==> src/sv/csbuf_pkg.sv <==
`default_nettype none
package csbuf_pkg;

  localparam int MAX_SLOTS = 16;
  localparam int USE_BITS  = 4;
  localparam int SLOT_W    = $clog2(MAX_SLOTS);
  localparam int CNT_W     = $clog2(MAX_SLOTS + 1);
  localparam int TABLE_W   = 8;
  localparam int PAGE_W    = 16;

  localparam logic [USE_BITS-1:0] USE_MAX = {USE_BITS{1'b1}};
  localparam logic [CNT_W-1:0]    SLOTS_RESET = CNT_W'(MAX_SLOTS);

  localparam logic CMD_REQUEST = 1'b0;
  localparam logic CMD_RELEASE = 1'b1;

  // controller to datapath
  typedef struct packed {
    logic accept;    // take a request this cycle
    logic step;      // visit the slot under the sweep pointer: claim it or age it and move on
    logic out_load;  // capture a result in the output register
  } csbuf_cmd_t;

  // datapath to controller
  typedef struct packed {
    logic need_sweep;  // incoming request misses on a full, not fully pinned buffer
    logic victim;      // slot under the sweep pointer can be replaced
  } csbuf_stat_t;

endpackage
`default_nettype wire

==> src/sv/clock_sweep_page_buffer.sv <==
// Page buffer slot manager with clock-sweep replacement. Each request names a
// page by table id and page index, or releases the pin of one slot. A release,
// a hit, a fill of an empty slot and an all-pinned failure are resolved in the
// cycle the request is taken and show on the output port in the next cycle. A
// miss on a full buffer starts the clock hand, which visits one slot per clock,
// aging use counts, until it finds an unpinned slot with a zero count; it
// visits at most 2^USE_BITS times the active slot count of slots (256 with
// sixteen active slots), since the only unpinned slot may sit just behind
// the hand with a full use count. Each sweep step visits a single slot, and
// a sweep step waits while an earlier result is held stalled in the output
// register. One request is in work at a time; the next one is taken when
// the output register is empty or in the cycle its result is taken. The user
// must write slots_in_use only while the block is idle; the block itself does
// not enforce it. 0 behaves as 1 and values above the slot count behave as
// the slot count.
`default_nettype none
module clock_sweep_page_buffer import csbuf_pkg::*; (
  input  wire logic               clk_i,
  input  wire logic               rst_ni,
  // configuration
  input  wire logic               cfg_we_i,
  input  wire logic [CNT_W-1:0]   cfg_wdata_i,
  // request channel
  input  wire logic               in_valid_i,
  output logic                    in_stall_o,
  input  wire logic               command_i,
  input  wire logic [TABLE_W-1:0] table_id_i,
  input  wire logic [PAGE_W-1:0]  page_index_i,
  input  wire logic [SLOT_W-1:0]  release_slot_i,
  // result channel
  output logic                    out_valid_o,
  input  wire logic               out_stall_i,
  output logic [SLOT_W-1:0]       slot_o,
  output logic                    hit_o,
  output logic                    evicted_o,
  output logic [TABLE_W-1:0]      evicted_table_o,
  output logic [PAGE_W-1:0]       evicted_page_o,
  output logic                    failed_o
);

  csbuf_cmd_t  cmd;
  csbuf_stat_t stat;

  // sequencing: request intake, sweep stepping, output register handshake
  csbuf_ctrl u_ctrl (
    .clk_i       (clk_i),
    .rst_ni      (rst_ni),
    .in_valid_i  (in_valid_i),
    .in_stall_o  (in_stall_o),
    .out_valid_o (out_valid_o),
    .out_stall_i (out_stall_i),
    .stat_i      (stat),
    .cmd_o       (cmd)
  );

  // slot state, parallel lookup, sweep pointer and result register
  csbuf_dp u_dp (
    .clk_i           (clk_i),
    .rst_ni          (rst_ni),
    .cfg_we_i        (cfg_we_i),
    .cfg_wdata_i     (cfg_wdata_i),
    .command_i       (command_i),
    .table_id_i      (table_id_i),
    .page_index_i    (page_index_i),
    .release_slot_i  (release_slot_i),
    .cmd_i           (cmd),
    .stat_o          (stat),
    .slot_o          (slot_o),
    .hit_o           (hit_o),
    .evicted_o       (evicted_o),
    .evicted_table_o (evicted_table_o),
    .evicted_page_o  (evicted_page_o),
    .failed_o        (failed_o)
  );

endmodule
`default_nettype wire

==> src/sv/csbuf_dp.sv <==
`default_nettype none
module csbuf_dp import csbuf_pkg::*; (
  input  wire logic               clk_i,
  input  wire logic               rst_ni,
  input  wire logic               cfg_we_i,
  input  wire logic [CNT_W-1:0]   cfg_wdata_i,
  input  wire logic               command_i,
  input  wire logic [TABLE_W-1:0] table_id_i,
  input  wire logic [PAGE_W-1:0]  page_index_i,
  input  wire logic [SLOT_W-1:0]  release_slot_i,
  input  wire csbuf_cmd_t         cmd_i,
  output csbuf_stat_t             stat_o,
  output logic [SLOT_W-1:0]       slot_o,
  output logic                    hit_o,
  output logic                    evicted_o,
  output logic [TABLE_W-1:0]      evicted_table_o,
  output logic [PAGE_W-1:0]       evicted_page_o,
  output logic                    failed_o
);

  logic [CNT_W-1:0]    slots_in_use_q;
  logic [MAX_SLOTS-1:0] valid_q;
  logic [MAX_SLOTS-1:0] pinned_q;
  logic [USE_BITS-1:0] use_q [MAX_SLOTS];
  logic [TABLE_W-1:0]  table_q [MAX_SLOTS];
  logic [PAGE_W-1:0]   page_q [MAX_SLOTS];
  logic [SLOT_W-1:0]   hand_q, hand_d;
  logic [SLOT_W-1:0]   pos_q;
  logic [TABLE_W-1:0]  req_table_q;
  logic [PAGE_W-1:0]   req_page_q;

  logic [SLOT_W-1:0]   slot_q;
  logic                hit_q, evicted_q, failed_q;
  logic [TABLE_W-1:0]  ev_table_q;
  logic [PAGE_W-1:0]   ev_page_q;

  logic [CNT_W-1:0]     n_eff;
  logic [MAX_SLOTS-1:0] match, empty, unpinned;
  logic                 hit_any, empty_any, any_free;
  logic [SLOT_W-1:0]    hit_idx, fill_idx, hand_start, pos_next;
  logic                 is_req, rel_ok, victim;

  always_comb begin
    if (slots_in_use_q == '0) begin
      n_eff = CNT_W'(1);
    end else if (slots_in_use_q > CNT_W'(MAX_SLOTS)) begin
      n_eff = CNT_W'(MAX_SLOTS);
    end else begin
      n_eff = slots_in_use_q;
    end
  end

  always_comb begin
    hit_idx  = '0;
    fill_idx = '0;
    for (int i = 0; i < MAX_SLOTS; i++) begin
      match[i]    = (CNT_W'(i) < n_eff) && valid_q[i] &&
                    (table_q[i] == table_id_i) && (page_q[i] == page_index_i);
      empty[i]    = (CNT_W'(i) < n_eff) && !valid_q[i];
      unpinned[i] = (CNT_W'(i) < n_eff) && !pinned_q[i];
    end
    // lowest index wins
    for (int i = MAX_SLOTS - 1; i >= 0; i--) begin
      if (match[i]) begin
        hit_idx = SLOT_W'(i);
      end
      if (empty[i]) begin
        fill_idx = SLOT_W'(i);
      end
    end
  end

  assign hit_any    = |match;
  assign empty_any  = |empty;
  assign any_free   = |unpinned;
  assign is_req     = (command_i == CMD_REQUEST);
  assign rel_ok     = (CNT_W'(release_slot_i) < CNT_W'(MAX_SLOTS));
  assign hand_start = (CNT_W'(hand_q) < n_eff) ? hand_q : '0;
  assign pos_next   = ((CNT_W'(pos_q) + CNT_W'(1)) < n_eff) ? pos_q + SLOT_W'(1) : '0;
  assign victim     = !pinned_q[pos_q] && (use_q[pos_q] == '0);

  assign stat_o.need_sweep = is_req && !hit_any && !empty_any && any_free;
  assign stat_o.victim     = victim;

  // slot control state
  always_ff @(posedge clk_i or negedge rst_ni) begin
    if (!rst_ni) begin
      slots_in_use_q <= SLOTS_RESET;
      valid_q        <= '0;
      pinned_q       <= '0;
      hand_q         <= '0;
      for (int i = 0; i < MAX_SLOTS; i++) begin
        use_q[i] <= '0;
      end
    end else begin
      if (cfg_we_i) begin
        slots_in_use_q <= cfg_wdata_i;
      end
      hand_q <= hand_d;
      if (cmd_i.accept) begin
        if (!is_req) begin
          if (rel_ok) begin
            pinned_q[release_slot_i] <= 1'b0;
          end
        end else if (hit_any) begin
          pinned_q[hit_idx] <= 1'b1;
          if (use_q[hit_idx] != USE_MAX) begin
            use_q[hit_idx] <= use_q[hit_idx] + USE_BITS'(1);
          end
        end else if (empty_any) begin
          valid_q[fill_idx]  <= 1'b1;
          pinned_q[fill_idx] <= 1'b1;
          use_q[fill_idx]    <= USE_BITS'(1);
        end
      end else if (cmd_i.step) begin
        if (victim) begin
          pinned_q[pos_q] <= 1'b1;
          use_q[pos_q]    <= USE_BITS'(1);
        end else if (use_q[pos_q] != '0) begin
          use_q[pos_q] <= use_q[pos_q] - USE_BITS'(1);
        end
      end
    end
  end

  always_comb begin
    hand_d = hand_q;
    if (cmd_i.step && victim) begin
      hand_d = pos_next;
    end
  end

  // tags, request latch and sweep pointer
  always_ff @(posedge clk_i) begin
    if (cmd_i.accept) begin
      req_table_q <= table_id_i;
      req_page_q  <= page_index_i;
      pos_q       <= hand_start;
      if (is_req && !hit_any && empty_any) begin
        table_q[fill_idx] <= table_id_i;
        page_q[fill_idx]  <= page_index_i;
      end
    end else if (cmd_i.step) begin
      if (victim) begin
        table_q[pos_q] <= req_table_q;
        page_q[pos_q]  <= req_page_q;
      end else begin
        pos_q <= pos_next;
      end
    end
  end

  // result register
  always_ff @(posedge clk_i) begin
    if (cmd_i.out_load) begin
      slot_q     <= '0;
      hit_q      <= 1'b0;
      evicted_q  <= 1'b0;
      failed_q   <= 1'b0;
      ev_table_q <= '0;
      ev_page_q  <= '0;
      if (cmd_i.step) begin
        slot_q     <= pos_q;
        evicted_q  <= 1'b1;
        ev_table_q <= table_q[pos_q];
        ev_page_q  <= page_q[pos_q];
      end else if (!is_req) begin
        slot_q <= release_slot_i;
      end else if (hit_any) begin
        slot_q <= hit_idx;
        hit_q  <= 1'b1;
      end else if (empty_any) begin
        slot_q <= fill_idx;
      end else begin
        failed_q <= 1'b1;
      end
    end
  end

  assign slot_o          = slot_q;
  assign hit_o           = hit_q;
  assign evicted_o       = evicted_q;
  assign evicted_table_o = ev_table_q;
  assign evicted_page_o  = ev_page_q;
  assign failed_o        = failed_q;

endmodule
`default_nettype wire

==> src/sv/csbuf_ctrl.sv <==
`default_nettype none
module csbuf_ctrl import csbuf_pkg::*; (
  input  wire logic        clk_i,
  input  wire logic        rst_ni,
  input  wire logic        in_valid_i,
  output logic             in_stall_o,
  output logic             out_valid_o,
  input  wire logic        out_stall_i,
  input  wire csbuf_stat_t stat_i,
  output csbuf_cmd_t       cmd_o
);

  localparam logic S_IDLE  = 1'b0;
  localparam logic S_SWEEP = 1'b1;

  logic state_q, state_d;
  logic out_valid_q, out_valid_d;
  logic out_free;

  // output register is free when empty or being drained this cycle
  assign out_free = !out_valid_q || !out_stall_i;

  always_comb begin
    state_d        = state_q;
    cmd_o.accept   = 1'b0;
    cmd_o.step     = 1'b0;
    cmd_o.out_load = 1'b0;
    in_stall_o     = 1'b1;
    case (state_q)
      S_IDLE: begin
        in_stall_o   = !out_free;
        cmd_o.accept = in_valid_i && out_free;
        if (cmd_o.accept) begin
          if (stat_i.need_sweep) begin
            state_d = S_SWEEP;
          end else begin
            cmd_o.out_load = 1'b1;
          end
        end
      end
      S_SWEEP: begin
        cmd_o.step = out_free;
        if (out_free && stat_i.victim) begin
          cmd_o.out_load = 1'b1;
          state_d        = S_IDLE;
        end
      end
      default: begin
        state_d = S_IDLE;
      end
    endcase
    out_valid_d = cmd_o.out_load || (out_valid_q && out_stall_i);
  end

  always_ff @(posedge clk_i or negedge rst_ni) begin
    if (!rst_ni) begin
      state_q     <= S_IDLE;
      out_valid_q <= 1'b0;
    end else begin
      state_q     <= state_d;
      out_valid_q <= out_valid_d;
    end
  end

  assign out_valid_o = out_valid_q;

endmodule
`default_nettype wire

==> config.mk <==
export PLATFORM = sky130hd
export DESIGN_NAME = clock_sweep_page_buffer
export DESIGN_NICKNAME = d
export VERILOG_FILES = /design/src/sv/csbuf_pkg.sv /design/src/sv/clock_sweep_page_buffer.sv /design/src/sv/csbuf_dp.sv /design/src/sv/csbuf_ctrl.sv
export SDC_FILE = /design/constraint.sdc
export NUM_CORES = 2
export LEC_CHECK = 0
export CORE_ASPECT_RATIO = 1.25
export CORE_UTILIZATION = 45
export CTS_CLUSTER_DIAMETER = 40
export DETAILED_ROUTE_END_ITERATION = 10
export DONT_BUFFER_PORTS = 1
export GPL_TIMING_DRIVEN = 0
export PLACE_DENSITY_LB_ADDON = 0.12
export SYNTH_ARGS = -nofsm -noshare
export SYNTH_HDL_FRONTEND = slang
export SYNTH_SLANG_ARGS = --single-unit
==> constraint.sdc <==
create_clock -name clk_i -period 9.9 [get_ports clk_i]
set_clock_uncertainty 0.2 [all_clocks]
set_input_delay 0.99 -clock clk_i [delete_from_list [all_inputs] [get_ports clk_i]]
set_output_delay 0.99 -clock clk_i [all_outputs]
set_load 0.1 [all_outputs]
== Yosys cells after proc, flatten, opt, wreduce, memory -nomap -nowiden ==
Memory sizes are Yosys's and may differ from the RTL's. A register that Yosys moved wholly into a read port is not among the register bits.
Cells that the tools add are included.
Operators by class
  add/subtract/negate cells: 4
  magnitude comparators: 33
  eq/ne operators: 38
  muxes and demuxes: 108
  bitwise gates (word level): 18
  reduce and logical (&&, ||, !) cells: 155
Operator list (number)
  $mux 64: 8
  $eq 16x16->1: 16
  $mux 4: 50
  $bwmux 64: 2
  $eq 8x8->1: 16
  $mux 16: 7
  $and 48x48->48: 2
  $logic_and 1x1->1: 96
  $not 48->48: 2
  $or 16x16->16: 6
  $reduce_or 16->1: 4
  $demux 4 s4: 3
  $logic_not 1->1: 40
  $lt 4x5->1 const A: 8
  $bmux 4 s4: 2
  $mux 1: 26
  $lt 3x5->1 const A: 4
  $lt 4x5->1 const B: 4
  $reduce_or 18->1: 1
  $and 16x16->16: 1
  $demux 1 s4: 4
  $ge 4x1->1 const B: 4
  $not 16->16: 1
  $ge 5x5->1 const B: 3
  32 further kinds: 46
Storage, ports and cells
  register bits after elaboration: 142
  bits in writable memories: 384
  bits of input ports: 39
  output and inout port bits: 33
  word-level logic and storage cells: 387
  memories: 2
Memory list
  u_dp.page_q: depth 16, bits a word 16, read ports 17, clocked after memory_dff 1, write ports 1, RTL line csbuf_dp.sv:26  | logic [PAGE_W-1:0] page_q [MAX_SLOTS];
  u_dp.table_q: depth 16, bits a word 8, read ports 17, clocked after memory_dff 1, write ports 1, RTL line csbuf_dp.sv:25  | logic [TABLE_W-1:0] table_q [MAX_SLOTS];

== Logic depth before layout (Yosys ltp) ==
  depth in word-level cells: 33
  mapped depth: 22
  mapped depth without buffers: 16

== By module ==
From an unflattened synthesis, not the netlist that was laid out.
Second synthesis, totals
  cells, all modules: 2734
  area, all modules: 32426.1 µm²
By module, submodules not included
  csbuf_dp: instances 1, cells an instance 2721, area an instance 32304.7 µm², seq. area each 15931.5 µm²
  csbuf_ctrl: instances 1, cells an instance 13, area an instance 121.4 µm², seq. area each 50.0 µm²

== Worst setup path before layout ==
OpenSTA, ideal clock, no wires.
  kind: reg2reg
  start: register u_dp.pos_q[0]
  end: memory u_dp.page_q[8][0], enable pin
  library setup time: 0.405 ns
  arrival: 5.453 ns
  required time: 9.295 ns
  slack: 3.842 ns
  stages on the path, launching flop included: 16
  path buffers: 5
  clock period less this slack: 6.058 ns
  path through: edfxtp_1 -> clkbuf_1 -> clkbuf_1 -> clkbuf_1 -> mux4_2 -> mux4_2 -> inv_1 -> ha_1 -> nor3b_1 -> nor2b_1 -> clkbuf_1 -> nand2_1 -> clkbuf_1 -> o21ai_0 -> nand2_1 -> nor2_1
Between the ends
  word-level cells in the longest chain between the ends: 12
  elaborated cells on any way between the ends: 16
  classes of those cells: mux (11); bitwise (1); reduce/logical (4)
Ends and longest elaborated chain
  start: declaration: RTL line csbuf_dp.sv:28  | logic [SLOT_W-1:0] pos_q;
  start signal: assignment: RTL line csbuf_dp.sv:138  | pos_q <= hand_start;
  start signal: assignment: RTL line csbuf_dp.sv:148  | pos_q <= pos_next;
  $not 4->5 (not written as such): RTL line csbuf_dp.sv:80  | assign victim = !pinned_q[pos_q] && (use_q[pos_q] == '0);
  $bmux 4 s4: RTL line csbuf_dp.sv:80
  $mux 4 (not written as such) (2 in series): RTL line csbuf_dp.sv:80
  $logic_not 4->1: RTL line csbuf_dp.sv:80
  $logic_and 1x1->1: RTL line csbuf_dp.sv:80
  $mux 1: RTL line csbuf_dp.sv:144  | if (victim) begin
  $mux 1: RTL line csbuf_dp.sv:143  | end else if (cmd_i.step) begin
  $mux 1: RTL line csbuf_dp.sv:135  | if (cmd_i.accept) begin
  $mux 1 (not written as such): RTL line csbuf_dp.sv:146  | page_q[pos_q] <= req_page_q;
  $reduce_or 16->1 (no source line)
  $mux 4 (no source line) / $mux 1 (equally long branches)
  end: declaration: RTL line csbuf_dp.sv:26
Parallel ways exist; a longest one is shown, timed or not. The select of a mux whose other input is x is not followed.

== Final worst setup path ==
  start: register u_dp.pos_q[0]
  end: memory u_dp.page_q[11][2], data pin
Between the ends
  word-level cells in the longest chain between the ends: 12
  elaborated cells on any way between the ends: 15
  classes of those cells: mux (10); bitwise (1); reduce/logical (4)
Ends and longest elaborated chain (RTL line)
  $not 4->5 (not written as such): csbuf_dp.sv:80
  $bmux 4 s4: csbuf_dp.sv:80
  $mux 4 (not written as such) (2 in series): csbuf_dp.sv:80
  $logic_not 4->1: csbuf_dp.sv:80
  $logic_and 1x1->1 (*): csbuf_dp.sv:80
  $mux 1 (*): csbuf_dp.sv:144
  $mux 1 (*): csbuf_dp.sv:143
  $mux 1 (*): csbuf_dp.sv:135
  $mux 1 (not written as such) (*): csbuf_dp.sv:146
  $reduce_or 16->1 (no source line) (*)
  $mux 16 (no source line) (*)
Mark *: on every way between the ends. The rest lies on a longest branch, timed or not. The select of a mux whose other input is x is not followed.

==> metrics <==
status finished with violations; failing checks max-capacitance violations, max-slew violations; share of cells above drive strength 1 0.1544; num ports 72; initial core utilization 0.4559; WL/cell 46.39 um; # clock sinks 550; initial antenna violation count 8; # nets final 3024; # rows 110; Min Clock Period, post-route 9.878 ns; total number of yosys warnings 0; Total Routing Usage GR 0.5043; CP arrival 10.01 ns; Critical Path Fanout Max 16; HPWL after detailed placement 141700 um; Slew HR -0.06907; Clock Tree Buf Depth 3; clock root cell clkbuf_16; leakage 12.88 nW; period utilisation layout 0.9978; Layout Cells excl Fill 4007; H-tree depth 3; Fmax 101.2 MHz; Final Hold Fails 0; Cell Area, Synth 0.03288 mm2; Syn Nets 2916; synth unique cells 108; DRT Wirelength 185900 um; DR vias 29190; Die Area 0.07416 mm2; Pre-Repair DR Iteration Count 8; Inserted Clock Buffers 93; drt via density 7.285; gr ovfl total 0; clk slew on worst S/H paths 0.05 ns; first-pass GRT wire length 250700 um; RSZ-0062 raised after global routing no; clock latency at the later pin of the worst-skew pair 0.70 ns; top post-synthesis cells by area edfxtp_1 40%, mux4_2 9.9%, dfrtp_1 8.1%, xnor2_1 6.3%, xor2_1 3.9%; fin area 0.03786 mm2; hold_ws 0.005799 ns; commonest cells in the netlist 443 x edfxtp_1, 245 x nand2_1, 236 x xnor2_1; Primary FF master, synth edfxtp_1; Die Wd 243.8 um; worst slew pin tran 1.598 ns; DP Area 0.03441 mm2; asr flop ratio synth 0.1945; gpl congestion 1.142; IO buf count 0; core area 0.07212 mm2; Placed Instances 3824; P per Cell Area 251.6 mW/mm2; Post-synth EDFFs 443; CTS tree built; cell count after synthesis 2863; Hold WC Path Type in2async; post-route ant nets 0; top-area cell type share of the netlist area 0.4046; Setup-failing EPs final 0; setup bufs post-CTS 0; # DRC 0; Synth Register Bits 550; largest net degree at the start of global routing 107; CP Launch Type register; Syn Area/Cell 11.48 um2; sequential area share after synthesis 0.4861; post-synth top area cell edfxtp_1; Seq. cell area 0.01598 mm2; vias in the first global route 28420; Worst Setup Path Type reg2reg; fin. max-slew vios 10; area added between synthesis and finish 15.14%; DRT iter0 DRCs 4701; top-count cell post-synth edfxtp_1; die height 304.2 um; total of max-cap violations 3; area of the multi-input gates 0.01610 mm2; maximum VDD drop 0.1987 mV; layout filler cell count 6262; Tot Pwr 9.527 mW; Crit. End Element register; CP required 10.03 ns
what timing repair did:
action,CTS,global route
endpoints found under the hold margin,106,0
gates resized for setup,0,2
hold buffers,2,0
setup endpoints to repair,0,16
stage by stage:
stage / TNS [ns] / util / setup WS (ns)
floorplan: 0 / - / 3.842
global placement: -339.70 / 0.4724 / -1.103
detailed placement: 0 / 0.4772 / 0.05545
CTS: 0 / 0.5243 / 0.04125
global route: 0 / 0.5248 / 0.008328
finish: 0 / 0.5249 / 0.02210
path summary, 6_finish.rpt:
path                                start                endpoint  slack [ns]  cells after the start
min in group clk_i          table_id_i[5]     u_dp.req_table_q[5]        0.18                      0
hold reg to reg            u_ctrl.state_q          u_ctrl.state_q        0.33                      2
setup / recovery            u_dp.pos_q[0]      u_dp.page_q[11][2]        0.02                     15
max in group asynchronous          rst_ni  u_dp.slots_in_use_q[4]        8.58                      1
setup reg to reg            u_dp.pos_q[0]      u_dp.page_q[11][2]        0.02                     15
hold / removal                     rst_ni          u_dp.use_q[14]       0.006                      1
worst max-delay path, stage by stage, from the launching register on:
cell and delay, ns:
edfxtp_1 0.53, clkbuf_1 0.62, clkdlybuf4s15_1 1.03, clkbuf_2 0.72
mux4_2 0.74, mux4_2 0.70, inv_1 0.36, ha_1 0.21
nor3b_1 0.72, nand2b_1 0.10, clkbuf_1 0.50, nor2_1 0.30
clkbuf_1 0.69, clkbuf_1 0.95, nand2_1 0.16, nand2_1 0.88
cell families (layout without fill, tap and decap cells):
family,count (synthesis),after routing,synth area share
buf+inv,201,388,0.02991
xor+xnor,385,385,0.1028
compound gates,577,577,0.1141
simple gates,972,972,0.1563
fa+ha+maj,15,15,0.005632
mux,163,163,0.1052
flops,550,550,0.4861
other cells,0,5,0
state kept, by name (all words and copies together), names as in the netlist:
| register | count |
|---|---|
| u_dp.req_page_q | 16 |
| u_dp.hand_q | 4 |
| u_dp.evicted_o | 1 |
| u_dp.hit_o | 1 |
| u_dp.failed_o | 1 |
| u_dp.use_q | 64 |
| u_dp.slot_o | 4 |
| u_dp.pos_q | 4 |
| u_dp.req_table_q | 8 |
| u_dp.page_q | 256 |
| u_dp.table_q | 128 |
| u_ctrl.state_q | 1 |
| u_dp.evicted_table_o | 8 |
| u_dp.slots_in_use_q | 5 |
| u_ctrl.out_valid_o | 1 |
| u_dp.evicted_page_o | 16 |
| u_dp.pinned_q | 16 |
| u_dp.valid_q | 16 |
power breakdown:
part | internal [mW] | switching [mW] | total, mW
sequential | 2.78 | 0.446 | 3.22
clock | 2.18 | 1.37 | 3.55
combinational | 0.792 | 1.97 | 2.76
cell usage in the layout (no fill, tap or decap), drive strengths merged, types with 104 or more instances in the layout:
cell type and instances:
a21oi 159, clkbuf 187, dfrtp 106, edfxtp 443, mux4 145, nand2 249
nand4 104, nor2 180, o21ai 153, xnor2 237, xor2 148
routing by layer:
metal	track usage	up-vias	share of wire
met5	0.009150	-	0.00043
met4	0.5833	4	0.15
met3	0.1730	1012	0.11
met2	0.7809	2577	0.45
met1	0.4917	14360	0.29
li1	-	11230	-
final cells by class:
type	count	area share
Buffer	170	0.02320
Timing Repair Buffer	13	0.005850
Multi-Input combinational cell	2112	0.4252
Antenna cell	5	0.0003305
Clock buffer	102	0.06289
Tap cell	952	0.03146
Sequential cell	550	0.4221
Inverter	31	0.003074
Clock inverter	72	0.02584
Note: power is estimated with default switching activity, not from simulation.
